## src/monotone_polygon_triangulator_core_defines.svh

```systemverilog
// Assertion macros shared by the triangulator RTL.
`ifndef MONOTONE_POLYGON_TRIANGULATOR_CORE_DEFINES_SVH
`define MONOTONE_POLYGON_TRIANGULATOR_CORE_DEFINES_SVH
`ifndef SYNTHESIS
`define MPT_CHECK(label, cond) \
    label: assert property (@(posedge clk) disable iff (!rst_n) (cond)) \
        else $error("assertion failed");
`define MPT_CHECK_NEXT(label, pre, post) \
    label: assert property (@(posedge clk) disable iff (!rst_n) (pre) |=> (post)) \
        else $error("assertion failed");
`else
`define MPT_CHECK(label, cond)
`define MPT_CHECK_NEXT(label, pre, post)
`endif
`endif

```

## src/mpt_queue.sv

```systemverilog
// Two-entry job queue between the front and back ends.
`default_nettype none
module mpt_queue #(
    parameter int WIDTH = 9
) (
    input  wire logic             clk,
    input  wire logic             rst_n,
    input  wire logic             push,
    input  wire logic [WIDTH-1:0] push_data,
    input  wire logic             pop,
    output logic                  valid,
    output logic                  empty,
    output logic [WIDTH-1:0]      pop_data
);
    logic [WIDTH-1:0] slot_reg [2];
    logic             wr_ptr_reg, wr_ptr_next;
    logic             rd_ptr_reg, rd_ptr_next;
    logic [1:0]       fill_reg, fill_next;
    logic             do_push, do_pop;

    assign do_push  = push && (fill_reg != 2'd2);
    assign do_pop   = pop && (fill_reg != 2'd0);
    assign valid    = fill_reg != 2'd0;
    assign empty    = fill_reg == 2'd0;
    assign pop_data = slot_reg[rd_ptr_reg];

    always_comb
    begin
        wr_ptr_next = wr_ptr_reg ^ do_push;
        rd_ptr_next = rd_ptr_reg ^ do_pop;
        fill_next   = fill_reg + {1'b0, do_push} - {1'b0, do_pop};
    end

    always_ff @(posedge clk)
    begin
        if (do_push)
        begin
            slot_reg[wr_ptr_reg] <= push_data;
        end
    end

    always_ff @(posedge clk or negedge rst_n)
    begin
        if (!rst_n)
        begin
            wr_ptr_reg <= 1'b0;
            rd_ptr_reg <= 1'b0;
            fill_reg   <= 2'd0;
        end
        else
        begin
            wr_ptr_reg <= wr_ptr_next;
            rd_ptr_reg <= rd_ptr_next;
            fill_reg   <= fill_next;
        end
    end
endmodule
`default_nettype wire

```

## config.mk

```make
export PLATFORM = sky130hd
export DESIGN_NAME = mpt_queue
export DESIGN_NICKNAME = d
export VERILOG_FILES = /design/src/monotone_polygon_triangulator_core_defines.svh /design/src/mpt_queue.sv
export SDC_FILE = /design/constraint.sdc
export NUM_CORES = 1
export LEC_CHECK = 0
export CAP_MARGIN = 20
export CORE_MARGIN = 10
export CORE_UTILIZATION = 53
export DETAILED_ROUTE_END_ITERATION = 8
export DONT_BUFFER_PORTS = 1
export PLACE_DENSITY = 0.71
export SETUP_SLACK_MARGIN = 0.2
export SLEW_MARGIN = 20
export SYNTH_ARGS = -nofsm -noshare
export SYNTH_HDL_FRONTEND = slang
export SYNTH_SLANG_ARGS = --single-unit
```

## constraint.sdc

```tcl
create_clock -name clk -period 1.3 [get_ports clk]
set_clock_uncertainty 0.05 [all_clocks]
set_input_delay 0.065 -clock clk [delete_from_list [all_inputs] [get_ports clk]]
set_output_delay 0.065 -clock clk [all_outputs]
set_load 0.01 [all_outputs]
```

Word level (Yosys, flattened, before mapping)
Memory sizes are Yosys's and may differ from the RTL's.
Index checks and enable logic that the tools add are counted.
{ "totals": {"elab_cells": 15, "mem_bits_rw": 18, "memories": 1, "in_bits": 13, "ff_bits": 4, "output_inout_bits": 11} }
{ "op_classes": {"bitwise_logic": 2, "eq_ne": 1, "mux": 2, "n_addsub": 2, "n_reduce_logical": 4} }
{ "memory_table": {"columns": ["name", "depth", "width", "rd", "rd_ports_with_merged_regs", "write_ports", "line_no", "source"], "rows": [
  ["slot_reg", 2, 9, 1, 0, 1, "mpt_queue.sv:15", "logic [WIDTH-1:0] slot_reg [2];"]
]} }
{ "op_table": {"columns": ["cell", "n"], "rows": [
  ["$add 2x1->2", 1],
  ["$logic_and 1x1->1", 2],
  ["$logic_not 2->1", 1],
  ["$mux 1", 2],
  ["$ne 2x2->1 const B", 1],
  ["$reduce_bool 2->1", 1],
  ["$sub 2x1->2", 1],
  ["$xor 1x1->1", 2]
]} }

Depth between registers and ports, before layout
{ "logic_depth": {"depth_word": 4, "mapped_depth": 5} }

Worst setup path after synthesis
Ideal clock, no wire load.
{ "synth_timing": {"kind": "reg-to-reg", "start": "register fill_reg[0]", "end": "memory slot_reg[0][0], enable pin", "t_arrival_ns": 0.998, "setup_slack_ns": -0.085, "required_time_ns": 0.913, "path_stages_with_launch": 4, "n_path_buf": 0, "path_cell_list": "dfrtp_1 -> inv_1 -> a21boi_0 -> ha_1"} }
{ "synth_between": {"elab_chain_cells": 4} }
{ "synth_rtl": {"columns": ["item", "line_no", "source"], "rows": [
  ["start: declaration", "mpt_queue.sv:18", "logic [1:0] fill_reg, fill_next;"],
  ["start signal: assignment", "mpt_queue.sv:54", "fill_reg <= fill_next;"],
  ["$ne 2x2->1", "mpt_queue.sv:21", "assign do_push = push && (fill_reg != 2'd2);"],
  ["$logic_and 1x1->1", "mpt_queue.sv:21", null],
  ["$mux 1", "mpt_queue.sv:36", "if (do_push)"],
  ["$mux 1 (implied by the code)", "mpt_queue.sv:38", "slot_reg[wr_ptr_reg] <= push_data;"],
  ["end: declaration", "mpt_queue.sv:15", null]
]} }
Every way passes these cells.

Worst setup path in the final report
{ "layout_timing": {"start": "register fill_reg[0]", "end": "memory slot_reg[0][7], enable pin"} }
The elaborated chain is that of the path after synthesis.

==> impl_metrics.toml <==
[run_status]
status = "finished with violations"
violations = "negative setup slack"

[worst_setup_path]
r2r_slack_ps = -40
critPathMostFrequentCell = "buf_6"
end_kind = "register"
cp.required_ps = 1280
rr_endpoint = "slot_reg[0][7]"
crit_family = "flip-flops"
path_class = "register to register"
critPathBufInv = 3
cp_max_fo = 5
cp_slowest_stage_delay_ps = 390
cp_slowest_cell = "dfrtp_1"
worstReg2RegStart = "fill_reg[0]"
start_kind = "register"
endpoint = "slot_reg[0][7]"
reg2reg_depth = 5
crit_path_start = "fill_reg[0]"
crit_cells = 5
crit_chain = "buf_6 > inv_4 > a21boi_4 > ha_4 > buf_6"
cp_data_arrival_time_ps = 1320

[synth]
synth_seq_cells = 22
synthAdderAreaFrac = 0.0286
synth_top_family_by_area = "multiplexers"
yosysSeqAreaShare = 0.731
netlist_area_um2 = 876
synthSimpleGateAreaFrac = 0.0286
synth_mux_area_frac = 0.127
synth_cell_type_count = 18
synth-compound-area-share = 0.0414
synth_xor_area_frac = 0.0200
synth_warnings = 0
synth.avg_cell_area_um2 = 17.2
synth_nets = 66
synth_cells = 51

[floorplan]
coreArea_um2 = 1540
dieArea_um2 = 3680
fp.dieH_um = 60.7
ios = 24
initial_utilization = 0.568
die_x_um = 60.7
fp-row-count = 14

[detailed_routing]
dr.pass1.iters = 4
viasPerCell = 5.73
routed_wl_mm = 1.97
drc = 0
wl_per_cell_um = 21.1
drtIter0Drc = 11
vias = 533
ant_nets = 0

[power]
powerDensity_nw_per_um2 = 2150
finalPower_mw = 2.61
ir_drop_uv = 1340
p_leak_nw = 0.490

[timing]
setup_viol = 15
period_share = 1.03
rsz0062_at_grt = "yes"
setup_ws_ps = -37.2
timing.slew.headroom = 0.856
hold_viol = 0
period_minus_slack_ps = 1340
finalMaxSlewViolations = 0
tightestPinTransition_ps = 215
max_freq_mhz = 748

[clock_tree]
clk_pin_slew_ps = 120
cts.sink_count = 22
h-tree-depth = 1
insertion_delay_ps = 300
cts_buffers = 3
cts_max_path_buffers = 2
cts_root_buf = "clkbuf_4"
cts_tree = "yes"

[placement]
place_hpwl_mm = 1.15
gp_congestion = 0.696
place_ws_ps = 13.6
port_buffers = 0

[hold_path]
hp-class = "input port to register"

[global_routing]
grt_pass1_vias = 618
overflow = 0
track_usage = 0.111
grt_max_degree = 13
antenna_found_initial = 0
grt_pass1_wl_mm = 3.05

[job]
drv_cap = 0

[final_layout]
area_delta_synth_final_pct = 38.6
drive_gt1_frac = 0.416
nets = 93
fillers = 84
largest_reg_flops = 18
n_antenna_cell = 0
## Yosys cell counts
master | n | area (um2)
dfrtp_1 | 4 | 100
buf_2 | 1 | 5.00
xnor2_1 | 2 | 17.5
nand2_1 | 1 | 3.75
a21boi_0 | 1 | 7.51
or2_2 | 1 | 6.26
mux2_2 | 9 | 101
a21bo_1 | 1 | 10.0
a21oi_1 | 1 | 5.00
o21ai_0 | 1 | 5.00
nor2_1 | 1 | 3.75
and2_1 | 1 | 6.26
nand3_1 | 1 | 5.00
inv_1 | 4 | 15.0
edfxtp_1 | 18 | 541
mux2i_1 | 1 | 10.0
ha_1 | 2 | 25.0
a32oi_1 | 1 | 8.76
## power breakdown
| group | internal (mW) | leakage, nW | total, mW | switching [mW] |
|---|---|---|---|---|
| Clock | 0.112 | 0.0154 | 0.302 | 0.190 |
| Combinational | 0.667 | 0.261 | 1.25 | 0.579 |
| Sequential | 0.984 | 0.214 | 1.07 | 0.0816 |
| Total | 1.76 | 0.490 | 2.61 | 0.850 |
## logic make-up (layout without fill, tap and decap cells)
logic type               Yosys count  in the layout
adder cells (fa/ha/maj)            2              2
AND/OR/NAND/NOR                    5              6
XOR/XNOR                           2              2
flip-flops                        22             22
multiplexers                      10             10
AO/OA/AOI/OAI                      5              5
buffers and inverters              5             30
## worst reg2reg max path, delay by kind of cell (launching register included)
family,cells,cell delay [ps]
flip-flops,1,390
buffers and inverters,3,260
AO/OA/AOI/OAI,1,190
adder cells (fa/ha/maj),1,170
## worst min path at each step
stage / to / depth (start not counted) / slack [ps] / from
global placement: rd_ptr_reg / 0 / -280 / rst_n
floorplan: fill_reg[0] / 0 / -280 / rst_n
CTS: fill_reg[1] / 3 / 8 / push
finish: fill_reg[1] / 3 / 20 / push
global route: fill_reg[1] / 3 / 20 / push
detailed placement: fill_reg[1] / 0 / -280 / rst_n
## layout make-up
class / count / area, um2 / area share
clock buffer: 3 / 22.5 / 0.0186
clock inverter: 1 / 3.75 / 0.00309
inverter: 4 / 20.0 / 0.0165
multi-input combinational: 25 / 288 / 0.237
sequential: 22 / 642 / 0.529
tap: 16 / 20.0 / 0.0165
timing repair buffer: 22 / 218 / 0.179
## layout by cell type (no fill, tap or decap)
| master | instances |
|---|---|
| edfxtp_1 | 18 |
| dlygate4sd3_1 | 12 |
| mux2_4 | 9 |
| buf_6 | 6 |
| buf_4 | 4 |
| clkbuf_4 | 3 |
| dfrtp_1 | 3 |
| inv_4 | 2 |
| xnor2_1 | 2 |
| or2_4 | 1 |
| a21boi_4 | 1 |
| inv_2 | 1 |
| nor2_1 | 1 |
| a21bo_1 | 1 |
| a32oi_1 | 1 |
| inv_1 | 1 |
| nand2_1 | 1 |
| mux2i_1 | 1 |
| nand3_1 | 1 |
| o21ai_0 | 1 |
| a21oi_1 | 1 |
| and2_4 | 1 |
| ha_2 | 1 |
| ha_4 | 1 |
| clkinv_1 | 1 |
| and2_2 | 1 |
| dfrtp_2 | 1 |
## routing by layer
metal	up-vias	GRT usage	wire length [um]
met2	25	0.210	1090
li1	241	-	-
met3	0	0.0376	154
met4	0	0.0282	0
met1	267	0.114	723
met5	-	0	0
## metrics by stage
step | cell area, um2 | cells | hold slack [ps] | TNS [ps] | util
floorplan | 885 | 51 | -281 | 0 | -
global placement | 915 | 68 | -280 | 0 | 0.593
detailed placement | 915 | 68 | -280 | 0 | 0.593
CTS | 1180 | 92 | 8.23 | -4.70 | 0.765
global route | 1210 | 93 | 22.2 | -1370 | 0.787
finish | 1210 | 93 | 23.1 | -313 | 0.787
## repair_timing
item                                   CTS  global route
endpoints found under the hold margin   24             0
hold buffers                            12             0
buffers inserted                         7             1
setup endpoints to repair               32            33
cloned                                   1             0
pin swaps                                4             0
gates resized for setup                 17             9
Power figures use the tool's default switching activity.
