<file path="src/monotone_polygon_triangulator_core_defines.svh">
// Assertion macros shared by the triangulator RTL.
`ifndef MONOTONE_POLYGON_TRIANGULATOR_CORE_DEFINES_SVH
`define MONOTONE_POLYGON_TRIANGULATOR_CORE_DEFINES_SVH
`ifndef SYNTHESIS
`define MPT_CHECK(label, cond) \
    label: assert property (@(posedge clk) disable iff (!rst_n) (cond)) \
        else $error("assertion failed");
`define MPT_CHECK_NEXT(label, pre, post) \
    label: assert property (@(posedge clk) disable iff (!rst_n) (pre) |=> (post)) \
        else $error("assertion failed");
`else
`define MPT_CHECK(label, cond)
`define MPT_CHECK_NEXT(label, pre, post)
`endif
`endif

</file>
<file path="src/mpt_pkg.sv">
// Shared types, constants and helpers of the polygon triangulator.
`default_nettype none
package mpt_pkg;
    localparam int DEF_MAX_VERTICES = 64;
    localparam int DEF_COORD_BITS   = 16;
    localparam int CORNER_W         = 6;
    localparam int STATUS_W         = 2;
    localparam int IN_COORD_W       = 16;
    localparam int IN_TDATA_W       = 32;
    localparam int OUT_TDATA_W      = 24;

    typedef enum logic [STATUS_W-1:0] {
        ST_OK   = 2'd0,
        ST_FEW  = 2'd1,
        ST_MANY = 2'd2
    } status_t;

    typedef enum logic [3:0] {
        S_IDLE,
        S_CHECK,
        S_LESS,
        S_POPCHK,
        S_TURN0,
        S_TURN1,
        S_TURN2,
        S_TURN3,
        S_EMIT,
        S_POP,
        S_POP_WAIT,
        S_FLUSH,
        S_FLUSH_DONE,
        S_PUSH2,
        S_END,
        S_ERR
    } state_t;

    typedef struct packed {
        logic [CORNER_W-1:0] a;
        logic [CORNER_W-1:0] b;
        logic [CORNER_W-1:0] c;
    } tri_t;

    // Rotates a triangle so that its smallest index leads, keeping the winding.
    function automatic tri_t rotate_tri(input tri_t t);
        tri_t r;
        logic [CORNER_W-1:0] min_ac;
        logic [CORNER_W-1:0] min_ab;
        min_ac = (t.a < t.c) ? t.a : t.c;
        min_ab = (t.a < t.b) ? t.a : t.b;
        if (t.b < min_ac)
        begin
            r.a = t.b;
            r.b = t.c;
            r.c = t.a;
        end
        else if (t.c < min_ab)
        begin
            r.a = t.c;
            r.b = t.a;
            r.c = t.b;
        end
        else
        begin
            r = t;
        end
        return r;
    endfunction
endpackage
`default_nettype wire

</file>
<file path="src/mpt_front.sv">
// Front end: takes vertex requests, fills the vertex store and issues polygon jobs.
`default_nettype none
module mpt_front #(
    parameter int MAX_VERTICES = mpt_pkg::DEF_MAX_VERTICES,
    parameter int COORD_BITS   = mpt_pkg::DEF_COORD_BITS
) (
    input  wire logic                                clk,
    input  wire logic                                rst_n,
    input  wire logic                                s_tvalid,
    output logic                                     s_tready,
    input  wire logic [mpt_pkg::IN_TDATA_W-1:0]      s_tdata,
    input  wire logic                                s_tlast,
    input  wire logic                                queue_empty,
    input  wire logic                                back_busy,
    output logic                                     store_we,
    output logic [$clog2(MAX_VERTICES)-1:0]          store_waddr,
    output logic [2*COORD_BITS-1:0]                  store_wdata,
    output logic                                     job_push,
    output logic [$clog2(MAX_VERTICES+1)+mpt_pkg::STATUS_W-1:0] job_data
);
    import mpt_pkg::*;

    localparam int IDX_W = $clog2(MAX_VERTICES);
    localparam int CNT_W = $clog2(MAX_VERTICES + 1);

    logic [CNT_W-1:0] count_reg, count_next;
    logic             ovf_reg, ovf_next;
    logic             accept;
    logic             room;
    logic [CNT_W-1:0] n_final;
    status_t          job_status;
    logic signed [COORD_BITS-1:0] x_c, y_c;

    // The store is shared with the back end, so no vertex is taken while a job is pending.
    assign s_tready = queue_empty && !back_busy;
    assign accept   = s_tvalid && s_tready;
    assign room     = count_reg < CNT_W'(MAX_VERTICES);

    // The top bit of the kept coordinate bits is the sign.
    assign x_c = COORD_BITS'(s_tdata[IN_COORD_W-1:0]);
    assign y_c = COORD_BITS'(s_tdata[2*IN_COORD_W-1:IN_COORD_W]);

    assign store_we    = accept && room;
    assign store_waddr = count_reg[IDX_W-1:0];
    assign store_wdata = {y_c, x_c};

    assign n_final = room ? count_reg + CNT_W'(1) : count_reg;

    always_comb
    begin
        if (ovf_reg || !room)
        begin
            job_status = ST_MANY;
        end
        else if (n_final < CNT_W'(3))
        begin
            job_status = ST_FEW;
        end
        else
        begin
            job_status = ST_OK;
        end
    end

    assign job_push = accept && s_tlast;
    assign job_data = {job_status, n_final};

    always_comb
    begin
        count_next = count_reg;
        ovf_next   = ovf_reg;
        if (accept)
        begin
            if (s_tlast)
            begin
                count_next = '0;
                ovf_next   = 1'b0;
            end
            else if (room)
            begin
                count_next = count_reg + CNT_W'(1);
            end
            else
            begin
                ovf_next = 1'b1;
            end
        end
    end

    always_ff @(posedge clk or negedge rst_n)
    begin
        if (!rst_n)
        begin
            count_reg <= '0;
            ovf_reg   <= 1'b0;
        end
        else
        begin
            count_reg <= count_next;
            ovf_reg   <= ovf_next;
        end
    end
endmodule
`default_nettype wire

</file>
<file path="config.mk">
export PLATFORM = sky130hd
export DESIGN_NAME = mpt_front
export DESIGN_NICKNAME = d
export VERILOG_FILES = /design/src/monotone_polygon_triangulator_core_defines.svh /design/src/mpt_pkg.sv /design/src/mpt_front.sv
export SDC_FILE = /design/constraint.sdc
export NUM_CORES = 1
export LEC_CHECK = 0
export BUFFER_PORTS_ARGS = -buffer_cell sky130_fd_sc_hd__buf_2
export CAP_MARGIN = 0
export CORE_UTILIZATION = 37
export DETAILED_ROUTE_END_ITERATION = 10
export PLACE_DENSITY_LB_ADDON = 0.15
export SLEW_MARGIN = 30
export SYNTH_ARGS = -nofsm -noshare
export SYNTH_HDL_FRONTEND = slang
export SYNTH_SLANG_ARGS = --single-unit
</file>
<file path="constraint.sdc">
create_clock -name clk -period 3.9 [get_ports clk]
set_input_delay 0.39 -clock clk [delete_from_list [all_inputs] [get_ports clk]]
set_output_delay 0.39 -clock clk [all_outputs]
set_load 0.01 [all_outputs]
</file>
Yosys cells after proc, flatten, opt, wreduce, memory -nomap -nowiden
Index checks and enable logic that the tools add are counted.
- flip-flop bits (word level): 8
- output and inout bits: 50
- muxes and demuxes: 6
- equality and inequality tests: 1
- $add $sub $neg: 1
- reductions and logical operators: 8
- order comparisons: 2
- operators with widths (cell ; number):
    two-way mux 7 bit ; 2
    adder 7 x 1 -> 7 bit, second input constant ; 1
    less-than comparator 7 x 2 -> 1 bit, second input constant ; 1
    less-than comparator 7 bit, second input constant ; 1
    logical AND 1 bit ; 4
    two-way mux 1 bit ; 3
    logical NOT 1 bit ; 2
    two-way mux 2 bit ; 1
    != test 2 bit, second input constant ; 1
    AND reduction 2 bit ; 1
    logical OR 1 bit ; 1

Logic depth before layout (Yosys ltp)
- depth after elaboration: 5
- gate-level depth with buffers: 5
- mapped depth without buffers: 5

Worst setup path before layout
No wires, ideal clock.
- kind: reg2out
- start: register count_reg[0]
- end: output job_data[7] in the netlist's numbering
- setup slack: 2025 ps
- arrival time: 1485 ps
- required time: 3510 ps
- stages on the path, launching flop included: 6
- cells stage by stage: dfrtp_1 -> ha_1 -> and3_1 -> a31oi_1 -> o2111ai_1 -> nor4_2
- cells in the longest elaborated chain, start to end: 5
- elaborated cells between the ends (all ways): 8
- ends and longest elaborated chain (item ; line ; text):
    start: declaration ; mpt_front.sv:26 ; logic [CNT_W-1:0] count_reg, count_next;
    start signal: assignment ; mpt_front.sv:99 ; count_reg <= count_next;
    adder 7 x 1 -> 7 bit or less-than comparator 7 bit (tied branches) ; mpt_front.sv:47, mpt_front.sv:37 ;
    two-way mux 7 bit ; - ;
    less-than comparator 7 x 2 -> 1 bit ; mpt_front.sv:55 ; else if (n_final < CNT_W'(3))
    two-way mux 1 bit ; mpt_front.sv:55 ;
    two-way mux 2 bit * ; mpt_front.sv:51 ; if (ovf_reg || !room)
    end: declaration ; mpt_front.sv:19 ; output logic [$clog2(MAX_VERTICES+1)+mpt_pkg::STATUS_W-1:0] job_data
Every way passes the cells marked *; elsewhere a longest branch is shown, timed or not.

Final worst setup path
Ends and elaborated chain as after synthesis.

==> results.md <==
- Status: finished clean
- Mapped Cells: between 100 and 150
- Global route overflow: 0
- Initial antenna violation count: 0
- Vias in the first global route: 473
- Reg-to-reg slack, setup: about 2.5 ns
- Top post-synthesis cells by area: buf_4 (36%), dfrtp_1 (25%), nand2_1 (6.0%)
- Die area: roughly 0.0024 sq mm
- # rows: 16
- Vias: 539
- Syn nets: 140
- Initial Utilization: 0.402
- Post-synthesis register bit count: 8
- Async set-reset flop share out of synthesis: 1.00
- Synth warnings: 0
- Final Max Tran Viols: 0
- Num ports: 88
- DRC Markers: 0
- DRT Wirelength: 1620 um
- Largest net degree at the start of global routing: 14
- VDD IR max: 106 uV
- Final net count: 128
- N_diodes: 0
- Slew of the pin with the lowest slew margin: 0.390 ns
- Initial DRT Pass Iterations: 5
- Clk buf depth: 2
- CTS clk-pin slew, worst paths: about 0.05 ns
- Via/cell ratio: between 4 and 5
- Clock Skew: between 0.0015 and 0.002 ns
- Final min period: between 2 and 2.5 ns
- Synth cell types: 25
- Most common cell in the netlist: buf_4
- Num CTS Buffers: 3
- Worst Path Arrival: 1.94 ns
- Worst EP required: 3.51 ns
- # hold bufs at CTS: 1
- Critical Path Source Type: register
- Die height: 48.8 um
- Area leader, netlist: buf_4
- Crit path to: job_data[7]
- Post-route clock period utilization: 0.596
- Setup tns final: 0 ns
- Root buffer cell: clkbuf_4
- # H-tree levels: 1
- Final Hold Vio Count: 0
- P per Cell Area: 350 mW/mm^2
- Wire length per cell: 14.2 um
- Slew HR: 0.739
- Crit. End Element: output pin
- Reg2Reg Depth: 4
- Max cap viols: 0
- RSZ-0062 raised after global routing: false
- Initial drt markers: 8
- Register area share after synthesis: 0.247
- Placeable Area: roughly 0.0020 sq mm
- Antenna viol nets, final: 0
- Critical path peak fanout: 7
- Max FFs per register: 7
- Predominant post-synthesis flop cell: dfrtp_1
- CTS tree: yes
- RePlAce Congestion: 0.791
- Worst reg2reg path startpoint: count_reg[0]$_DFFE_PN0P_
- Ratio of cells with drive above 1 in the final layout: 0.333
- RR Endpoint: count_reg[6]$_DFFE_PN0P_
- Crit path launch: count_reg[0]$_DFFE_PN0P_
- Fmax: approximately 430 MHz
- Die width: slightly below 50 um
- Synth top cells by count: buf_4 (39), nand2_1 (13), dfrtp_1 (8), inv_1 (7), o21ai_0 (6)
- DPL Wire Length: around 1400 um
- # port buffers: 23
- P_leak: 0.361 nW
- Post-synth EDFFs: 0
- Mean post-synth cell area: 8.04 sq um
- Clk Latency, worst-skew pair: 0.25 ns
- Final setup fails: 0
- Cts repair resizes: 0
- Final core occ: 0.338
- Yosys top cell area share: 0.361
- Postcts setup bufs: 0
- Mapped Area: ~810 sq um
- First-pass GRT wire length: 2460 um
- CP Class: reg2out
- Hold WC Path Type: in2async
- Gr usage total: 0.140
- Area growth syn-to-layout: -15.7%
- TritonCTS Sinks: 8
==> power breakdown <==
part           total, mW  internal (mW)  leakage [nW]  switching, mW
sequential         0.102         0.0896         0.109         0.0120
combinational     0.0750         0.0331         0.238         0.0419
clock             0.0633         0.0352        0.0138         0.0281
total              0.240          0.158         0.361         0.0819
==> cell families (layout without fill, tap and decap cells) <==
kind of cell | Yosys count | after routing | share of synthesized area
AOI/OAI and AO/OA | 14 | 14 | 0.102
adders and majority gates | 1 | 1 | 0.0154
xor gates and xnor gates | 5 | 5 | 0.0539
buffers and inverters | 48 | 34 | 0.413
DFF | 8 | 8 | 0.247
and+or+nand+nor | 25 | 25 | 0.170
==> worst max-delay path, cell delays in order (launching register included) <==
cell and delay, ns:
dfrtp_1 0.45, ha_1 0.28, and3_1 0.19, a31oi_1 0.26, o2111ai_1 0.19, nor4_2 0.15, buf_2 0.16
==> per-stage QoR <==
step	power [mW]	instances	hold slack (ns)	instance area (sq um)	worst slack, ns
detailed placement	0.178	110	0.242	652	1.83
global placement	0.178	110	0.243	652	1.91
finish	0.240	114	0.504	684	1.57
CTS	0.242	114	0.508	684	1.55
global route	0.258	114	0.514	684	1.39
floorplan	0.191	101	0.0944	812	2.02
==> layout make-up <==
cell class / instances / area (sq um)
inverter: 7 / 26.3
tap: 27 / 33.8
sequential: 8 / 200
multi-input combinational: 45 / 277
clock buffer: 3 / 22.5
timing repair buffer: 24 / 125
fill: 237 / 1340
==> worst min path at each step <==
| stage | from | endpoint | slack (ns) |
|---|---|---|---|
| floorplan | rst_n | count_reg[0]$_DFFE_PN0P_ | 0.09 |
| global placement | rst_n | count_reg[5]$_DFFE_PN0P_ | 0.24 |
| detailed placement | rst_n | count_reg[5]$_DFFE_PN0P_ | 0.24 |
| CTS | rst_n | count_reg[0]$_DFFE_PN0P_ | 0.51 |
| global route | rst_n | count_reg[5]$_DFFE_PN0P_ | 0.51 |
| finish | rst_n | count_reg[5]$_DFFE_PN0P_ | 0.50 |
==> routing by layer <==
metal / GRT usage / part of all wire / vias to the layer above
met5: 0 / 0 / -
met4: 0.147 / 0.042 / 0
met3: 0.0530 / 0.11 / 10
met2: 0.197 / 0.44 / 39
met1: 0.155 / 0.41 / 227
li1: - / - / 263
==> cell usage in the layout, fill, tap and decap left out <==
cell,instances
nand2_1,13
dfrtp_1,8
dlygate4sd3_1,1
xnor2_1,4
inv_1,7
nand4b_1,2
o31ai_1,1
a31oi_1,2
ha_1,1
nand3_1,1
nor4_2,1
nand3_2,1
nor2b_1,1
and4b_4,1
o21ai_0,6
o2111ai_1,1
a21oi_1,2
xor2_1,1
nor2_1,3
buf_2,23
and3_1,1
o22ai_1,1
clkbuf_4,3
nand2b_1,1
a211oi_1,1
No activity file was read; power rests on OpenSTA's default activity.
