**src/monotone_polygon_triangulator_core_defines.svh**
```systemverilog
// Assertion macros shared by the triangulator RTL.
`ifndef MONOTONE_POLYGON_TRIANGULATOR_CORE_DEFINES_SVH
`define MONOTONE_POLYGON_TRIANGULATOR_CORE_DEFINES_SVH
`ifndef SYNTHESIS
`define MPT_CHECK(label, cond) \
    label: assert property (@(posedge clk) disable iff (!rst_n) (cond)) \
        else $error("assertion failed");
`define MPT_CHECK_NEXT(label, pre, post) \
    label: assert property (@(posedge clk) disable iff (!rst_n) (pre) |=> (post)) \
        else $error("assertion failed");
`else
`define MPT_CHECK(label, cond)
`define MPT_CHECK_NEXT(label, pre, post)
`endif
`endif

```
**src/mpt_ram.sv**
```systemverilog
// Generic single-write, single-read RAM with registered read data.
`default_nettype none
module mpt_ram #(
    parameter int WIDTH = 8,
    parameter int DEPTH = 64
) (
    input  wire logic                     clk,
    input  wire logic                     we,
    input  wire logic [$clog2(DEPTH)-1:0] waddr,
    input  wire logic [WIDTH-1:0]         wdata,
    input  wire logic [$clog2(DEPTH)-1:0] raddr,
    output logic      [WIDTH-1:0]         rdata
);
    logic [WIDTH-1:0] mem [DEPTH];

    always_ff @(posedge clk)
    begin
        if (we)
        begin
            mem[waddr] <= wdata;
        end
        rdata <= mem[raddr];
    end
endmodule
`default_nettype wire

```
**config.mk**
```make
export PLATFORM = sky130hd
export DESIGN_NAME = mpt_ram
export DESIGN_NICKNAME = d
export VERILOG_FILES = /design/src/monotone_polygon_triangulator_core_defines.svh /design/src/mpt_ram.sv
export SDC_FILE = /design/constraint.sdc
export NUM_CORES = 1
export LEC_CHECK = 0
export CORE_ASPECT_RATIO = 0.9
export CORE_UTILIZATION = 35
export CTS_CLUSTER_SIZE = 16
export DETAILED_ROUTE_END_ITERATION = 8
export DONT_BUFFER_PORTS = 1
export GPL_TIMING_DRIVEN = 0
export PLACE_DENSITY = 0.51
export RECOVER_POWER = 50
export SLEW_MARGIN = 20
export SYNTH_ARGS = -nofsm -noshare
export SYNTH_HDL_FRONTEND = slang
export SYNTH_SLANG_ARGS = --single-unit
```
**constraint.sdc**
```tcl
create_clock -name clk -period 4.7 [get_ports clk]
set_input_delay 0 -clock clk [delete_from_list [all_inputs] [get_ports clk]]
set_output_delay 0 -clock clk [all_outputs]
set_load 0.03 [all_outputs]
```
; ---- Word level (Yosys, flattened, before mapping)
; Memories as Yosys holds them, arrays and structs flattened. A register that Yosys moved wholly into a read port is not among the register bits.
; Index checks and enable logic that the tools add are counted.
[classes]
muxes = 2
[op_table]
columns = operator, n
row1 = $mux 1, 2
[word_totals]
ff_bits = 0
mem_count = 1
elab_cells = 3
ramBits = 512
[mem_list]
columns = name, words, word_bits, read_ports, rd_clocked_by_memory_dff, wr, line_no
row1 = mem, 64, 8, 1, 1, 1, mpt_ram.sv:14  ; logic [WIDTH-1:0] mem [DEPTH];

; ---- Longest topological paths before layout
; Gate-level depths: netlist (run 1).
[depth]
depth_word = 2
ltp_mapped = 9
depth_no_buf = 5

; ---- Worst setup path before layout (run 1)
; Ideal clock, no wire load.
[synth_path]
path_type = reg-to-reg
start = memory mem[29][4]
end = register rdata[4], read port of mem
period_less_slack_ns = 1.692
path_buffers = 0
setup_time_ns = 0.132
stages_incl_launch_ff = 6
arrival_ns = 1.560
slack_ns = 3.008
path_cell_list = edfxtp_1 > mux4_2 > mux2_2 > o221a_2 > nor3_1 > o32ai_1
[synth_lines]
columns = item, line_no
row1 = "start, declared", mpt_ram.sv:14
row2 = "end, declared", mpt_ram.sv:12  ; output logic [WIDTH-1:0] rdata

; ---- Final worst setup path (run 1)
[layout_path]
start = input wdata[0]
end = memory mem[48][0], data pin
[layout_lines]
columns = item, line_no
row1 = "start, declared", mpt_ram.sv:10  ; input wire logic [WIDTH-1:0] wdata,
; No word-level cell before the write port.

==> results of run 1 <==
routing by layer:
layer	GRT usage (%)	wire (µm)	vias to the layer above	share of wire [%]
li1	-	-	4089	-
met1	26.24	23260	5259	45
met2	27.45	24030	317	46
met3	3.668	3335	66	6.4
met4	4.940	1088	4	2.1
met5	0	26	-	0.050
cell usage in the layout, fill, tap and decap left out, drive strengths merged, types with 4 or more instances in the layout:
| master | n |
|---|---|
| o221ai | 8 |
| mux4 | 126 |
| nor3 | 7 |
| clkbuf | 95 |
| edfxtp | 512 |
| mux2 | 13 |
| nor2 | 83 |
| nand2b | 7 |
| a221oi | 6 |
| buf | 34 |
| dlygate4sd3 | 14 |
| nand2 | 19 |
| a211oi | 4 |
| dfxtp | 8 |
| mux2i | 23 |
| nand3 | 13 |
| o22ai | 8 |
| o21ai | 4 |
| nor2b | 14 |
| bufinv | 4 |
| clkinv | 19 |
registers in the layout (all words and copies together) (netlist names):
register  count
mem         512
rdata         8
cell type report:
| type | instances | area, µm² |
|---|---|---|
| fillers | 5075 | 34050 |
| flip-flops and latches | 520 | 15530 |
| multi-input cells | 369 | 4327 |
| clock buffers | 70 | 1420 |
| well taps | 765 | 957.2 |
| plain buffers | 51 | 316.6 |
| clock inverters | 26 | 232.7 |
| repair buffers | 22 | 170.2 |
| diodes | 1 | 2.502 |
worst paths after layout:
kind,cells past startpoint,to,slack (ns)
worst min register to register,4,rdata[2],1.02
worst max-delay path,2,mem[48][0],1.70
worst max register to register,5,rdata[5],1.91
worst min-delay path,3,mem[22][6],0.10
metrics by stage:
stage	setup WS [ns]	utilization, %	instance area [µm²]
floorplan	3.008	-	20170
global placement	1.515	37.05	21120
detailed placement	1.536	37.07	21140
CTS	1.859	40.60	23150
global route	1.468	40.27	22960
finish	1.705	40.27	22960
tightest hold or removal path: cells and delay by family:
family,cells,cell delay [ns]
and+or+nand+nor,3,0.46
power by group:
part	internal (µW)	leakage, µW	switching [µW]	total [µW]
combinational	180	0.00152	331	511
clock	2340	0.000799	1760	4090
sequential	5140	0.00467	28.1	5170
logic make-up after synthesis:
logic type,Yosys count,share of synthesized area [%]
mux,162,15.94
compound gates,54,2.072
simple gates,153,3.387
flops,520,77.03
buf+inv,51,1.570
==> qor.yml, run 1 <==
power:
  powerDensity_nw_per_um2: 425.7
  irDropWorstVdd_mv: 0.2793
  p_leak_uw: 0.006991
  finalPower_uw: 9774
logic_synthesis:
  synth_commonest_cells: "edfxtp_1 (512), mux4_2 (126), nor2_1 (83), mux2i_1 (23), nand2_1 (19)"
  yosysMostFrequentCell: "edfxtp_1"
  yosys_warnings: 0
  synth.top_cells.by_area: "edfxtp_1 (76%), mux4_2 (14%), nor2_1 (1.5%)"
  async_reset_ff_share_pct: 0
  yosysUniqueCellTypes: 40
  syn_inst: 940
  synth.net_count: 962
  synth_largest_area_cell: "edfxtp_1"
  synth_top_area_share_pct: 76.24
  ys_seq_area_share_pct: 77.03
  synth_edf_count: 512
  synth_flop_cell: "edfxtp_1"
  synth_area_per_cell_um2: 21.45
  syn_area_um2: 20170
  ys_seq_elements: 520
timing:
  final_max_slew_viol_count: 520
  period_share_pct: 63.73
  min_period_ns: 2.995
  relSlewSlack_pct: -119.2
  hold_ws_ns: 0.1046
  rsz0062_at_grt: "no"
  fin_tns_setup_ns: 0
  timing.final.setup_violations: 0
  tightest_slew_ns: 3.288
  hold_viol: 0
  clock_skew_ns: 0.01254
  max_freq_ghz: 0.3339
setup_path:
  end_kind: "flip-flop"
  crit_family: "buffers and inverters"
  start_kind: "input port"
  path_max_fanout: 64
  criticalPathCategory: "input port to flip-flop"
  critPathLaunch: "wdata[0]"
  crit_arrival_ns: 2.91
  path_cells: "dlygate4sd3_1 > clkbuf_1"
  cp_slowest_cell: "clkbuf_1"
  r2r-start: "mem[2][5]"
  crit_required_ns: 4.61
  critPathBufInv: 2
  slowest_delay_ns: 2.31
worst_hold_path:
  hold_path.class: "input port to flip-flop"
  hold_start: "waddr[5]"
detailed_routing:
  num_vias: 9735
  first_pass_iters: 6
  first_iter_violations: 1005
  route.detailed.drc: 0
  via_per_inst: 5.337
  wire_per_inst_um: 28.37
  wirelength_um: 51740
  antenna_left: 0
placement:
  place.gp.congestion: 0.8141
  port_buffers: 0
  place_inst: 1705
  post-dp-hpwl_um: 32240
flow_run:
  max_cap_violations: 8
floorplanning:
  coreArea_um2: 57010
  die_area_um2: 58590
  start_util_pct: 35.37
  rows: 83
  die_x_um: 255.0
  io_pins: 30
  die_y_um: 229.7
global_routing:
  grt_pass1_vias: 9964
  grt_max_degree: 65
  track_usage_pct: 18.02
  antenna_found_initial: 3
  globalRoute.totalOverflow: 0
  grt_pass1_wl_um: 73630
cts:
  cts_buffers: 52
  cts_resized: 0
  post_cts_buffers: 0
  cts_tree: "done"
  clk_pin_slew_ns: 0.06
  clock_latency_ns: 0.59
  cts.sinks: 520
  holdBufCountCts: 22
  htree_levels: 2
  cts_root_buf: "clkbuf_16"
  clock_path_buffers: 3
finish:
  fin_cells: 1824
  area_delta_synth_final_pct: 13.85
  final_nets: 1038
  layout-drive-gt1-share_pct: 23.16
run_status:
  violations: "max-capacitance violations, max-slew violations"
  status: "finished, violations left"
No activity file was read; power rests on OpenSTA's default activity.
==> run 2: changes to the inputs <==
--- a/config.mk
+++ b/config.mk
@@ -11,7 +11,7 @@
 export DETAILED_ROUTE_END_ITERATION = 8
 export DONT_BUFFER_PORTS = 1
 export GPL_TIMING_DRIVEN = 0
-export PLACE_DENSITY = 0.51
+export PLACE_DENSITY = 0.53
 export RECOVER_POWER = 50
 export SLEW_MARGIN = 20
 export SYNTH_ARGS = -nofsm -noshare
==> constraint.sdc (replaced) <==
create_clock -name clk -period 2.6 [get_ports clk]
set_input_delay 0 -clock clk [delete_from_list [all_inputs] [get_ports clk]]
set_output_delay 0 -clock clk [all_outputs]
set_load 0.03 [all_outputs]
==> qor.yml, run 2 (synthesis gave the netlist of run 1 again) <==
run_status:
  status: "finished, violations left"
  violations: "max-capacitance violations, max-slew violations"
finish:
  layout-drive-gt1-share_pct: 23.70
  largest_register_ffs: 512
  post-route-util_pct: 40.20
  reg_top3: "mem (512), rdata (8)"
  final_nets: 1037
  area_delta_synth_final_pct: 13.66
  layout_commonest_cell: "edfxtp_1"
  largest-register: "mem"
  final_cell_mix: "edfxtp_1 (512), mux4_2 (126), nor2_1 (83)"
detailed_routing:
  route.detailed.drc: 0
  first_iter_violations: 1163
  wirelength_um: 51550
  via_per_inst: 5.350
  num_vias: 9779
  first_pass_iters: 5
  wire_per_inst_um: 28.20
  antenna_left: 0
cts:
  clk_pin_slew_ns: 0.07
  cts_buffers: 52
  clock_path_buffers: 3
  cts_tree: "done"
  cts.sinks: 520
  cts_resized: 0
  clock_latency_ns: 0.61
  htree_levels: 2
  cts_root_buf: "clkbuf_16"
  holdBufCountCts: 21
  post_cts_buffers: 0
setup_path:
  end_kind: "flip-flop"
  start_kind: "input port"
  r2r_cells: 4
  reg2reg_to: "rdata[5]"
  crit_required_ns: 3.03
  r2r-start: "mem[0][5]"
  path_max_fanout: 10
  r2r_slack_ns: 0.31
  crit_arrival_ns: 2.80
  criticalPathCategory: "input port to flip-flop"
power:
  powerDensity_nw_per_um2: 760.0
  p_clk_share_pct: 41.1
  internal_power_uw: 13580
  finalPower_uw: 17420
  power.share.switching_pct: 22.04
  p_sw_uw: 3840
  p_leak_uw: 0.006992
  irDropWorstVdd_mv: 0.4943
  pwr-share-comb_pct: 5.3
  pwr-share-seq_pct: 53.6
flow_run:
  max_cap_violations: 1
timing:
  fin_tns_setup_ns: 0
  final_max_slew_viol_count: 65
  rsz0062_at_grt: "no"
  tightest_slew_ns: 1.589
  clock_skew_ns: 0.02246
  min_period_ns: 2.375
  hold_viol: 0
  timing.final.setup_violations: 0
  max_freq_ghz: 0.4211
  period_share_pct: 91.33
  relSlewSlack_pct: -5.953
placement:
  place.gp.congestion: 0.8453
  port_buffers: 0
  post-dp-hpwl_um: 31910
global_routing:
  grt_pass1_wl_um: 73690
  globalRoute.totalOverflow: 0
  grt_pass1_vias: 9906
  antenna_found_initial: 3
  track_usage_pct: 17.96
  grt_max_degree: 65
worst_hold_path:
  min_delay_path_depth: 3
  min_to: "mem[9][4]"
  hold_start: "waddr[5]"
  hold_path.class: "input port to flip-flop"
floorplanning:
  io_pins: 30
  start_util_pct: 35.37
  die_x_um: 255.0
  die_area_um2: 58590
  rows: 83
  die_y_um: 229.7
  coreArea_um2: 57010
## run 2: power by group through the flow
stage	Clock, µW	Combinational (µW)	Sequential (µW)
4_1_cts	7310	966	9330
3_3_place_gp	0	764	9500
5_1_grt	7600	976	9340
2_1_floorplan	0	494	9500
6_report	7160	922	9340
3_5_place_dp	0	766	9510
## run 2: routing by layer
metal  wire length [µm]  global-route usage (%)
met1              22630                   26.48
met2              23600                   27.00
met3               4214                   3.532
met4               1096                   5.052
met5                 10                       0
## run 2: critical path: stages
cell      delay, ns
buf_2          0.20
buf_4          0.26
clkbuf_1       0.60
buf_2          0.57
o221ai_1       0.22
o21a_1         0.21
o41ai_1        0.73
## run 2: cell type report
type / count / area (µm²)
Fill cell: 5043 / 34090
Antenna cell: 4 / 10.01
Clock inverter: 27 / 215.2
Buffer: 51 / 316.6
Sequential cell: 520 / 15530
Clock buffer: 71 / 1393
Tap cell: 765 / 957.2
Timing Repair Buffer: 21 / 170.2
Multi-Input combinational cell: 369 / 4325
## run 2: how the worst max path moves through the flow
| stage | start | endpoint | slack, ns | depth (start not counted) |
|---|---|---|---|---|
| 3_3_place_gp | raddr[2] | rdata[3] | -0.36 | 7 |
| 4_1_cts | raddr[2] | rdata[3] | 0.29 | 7 |
| 6_report | raddr[2] | rdata[3] | 0.23 | 7 |
| 2_1_floorplan | mem[29][4] | rdata[4] | 0.91 | 5 |
| 5_1_grt | raddr[2] | rdata[5] | 0.10 | 7 |
| 3_5_place_dp | raddr[2] | rdata[3] | -0.35 | 7 |
## run 2: stage by stage
| step | worst slack, ns | cells | hold WS [ns] | area, µm² |
|---|---|---|---|---|
| 6_report | 0.2253 | 1828 | 0.08307 | 22920 |
| 4_1_cts | 0.2864 | 1824 | 0.05607 | 23090 |
| 3_3_place_gp | -0.3578 | 1705 | 0.1077 | 21120 |
| 2_1_floorplan | 0.9078 | 940 | 0.09887 | 20170 |
| 5_1_grt | 0.1036 | 1824 | 0.1289 | 22910 |
| 3_5_place_dp | -0.3459 | 1705 | 0.1081 | 21130 |
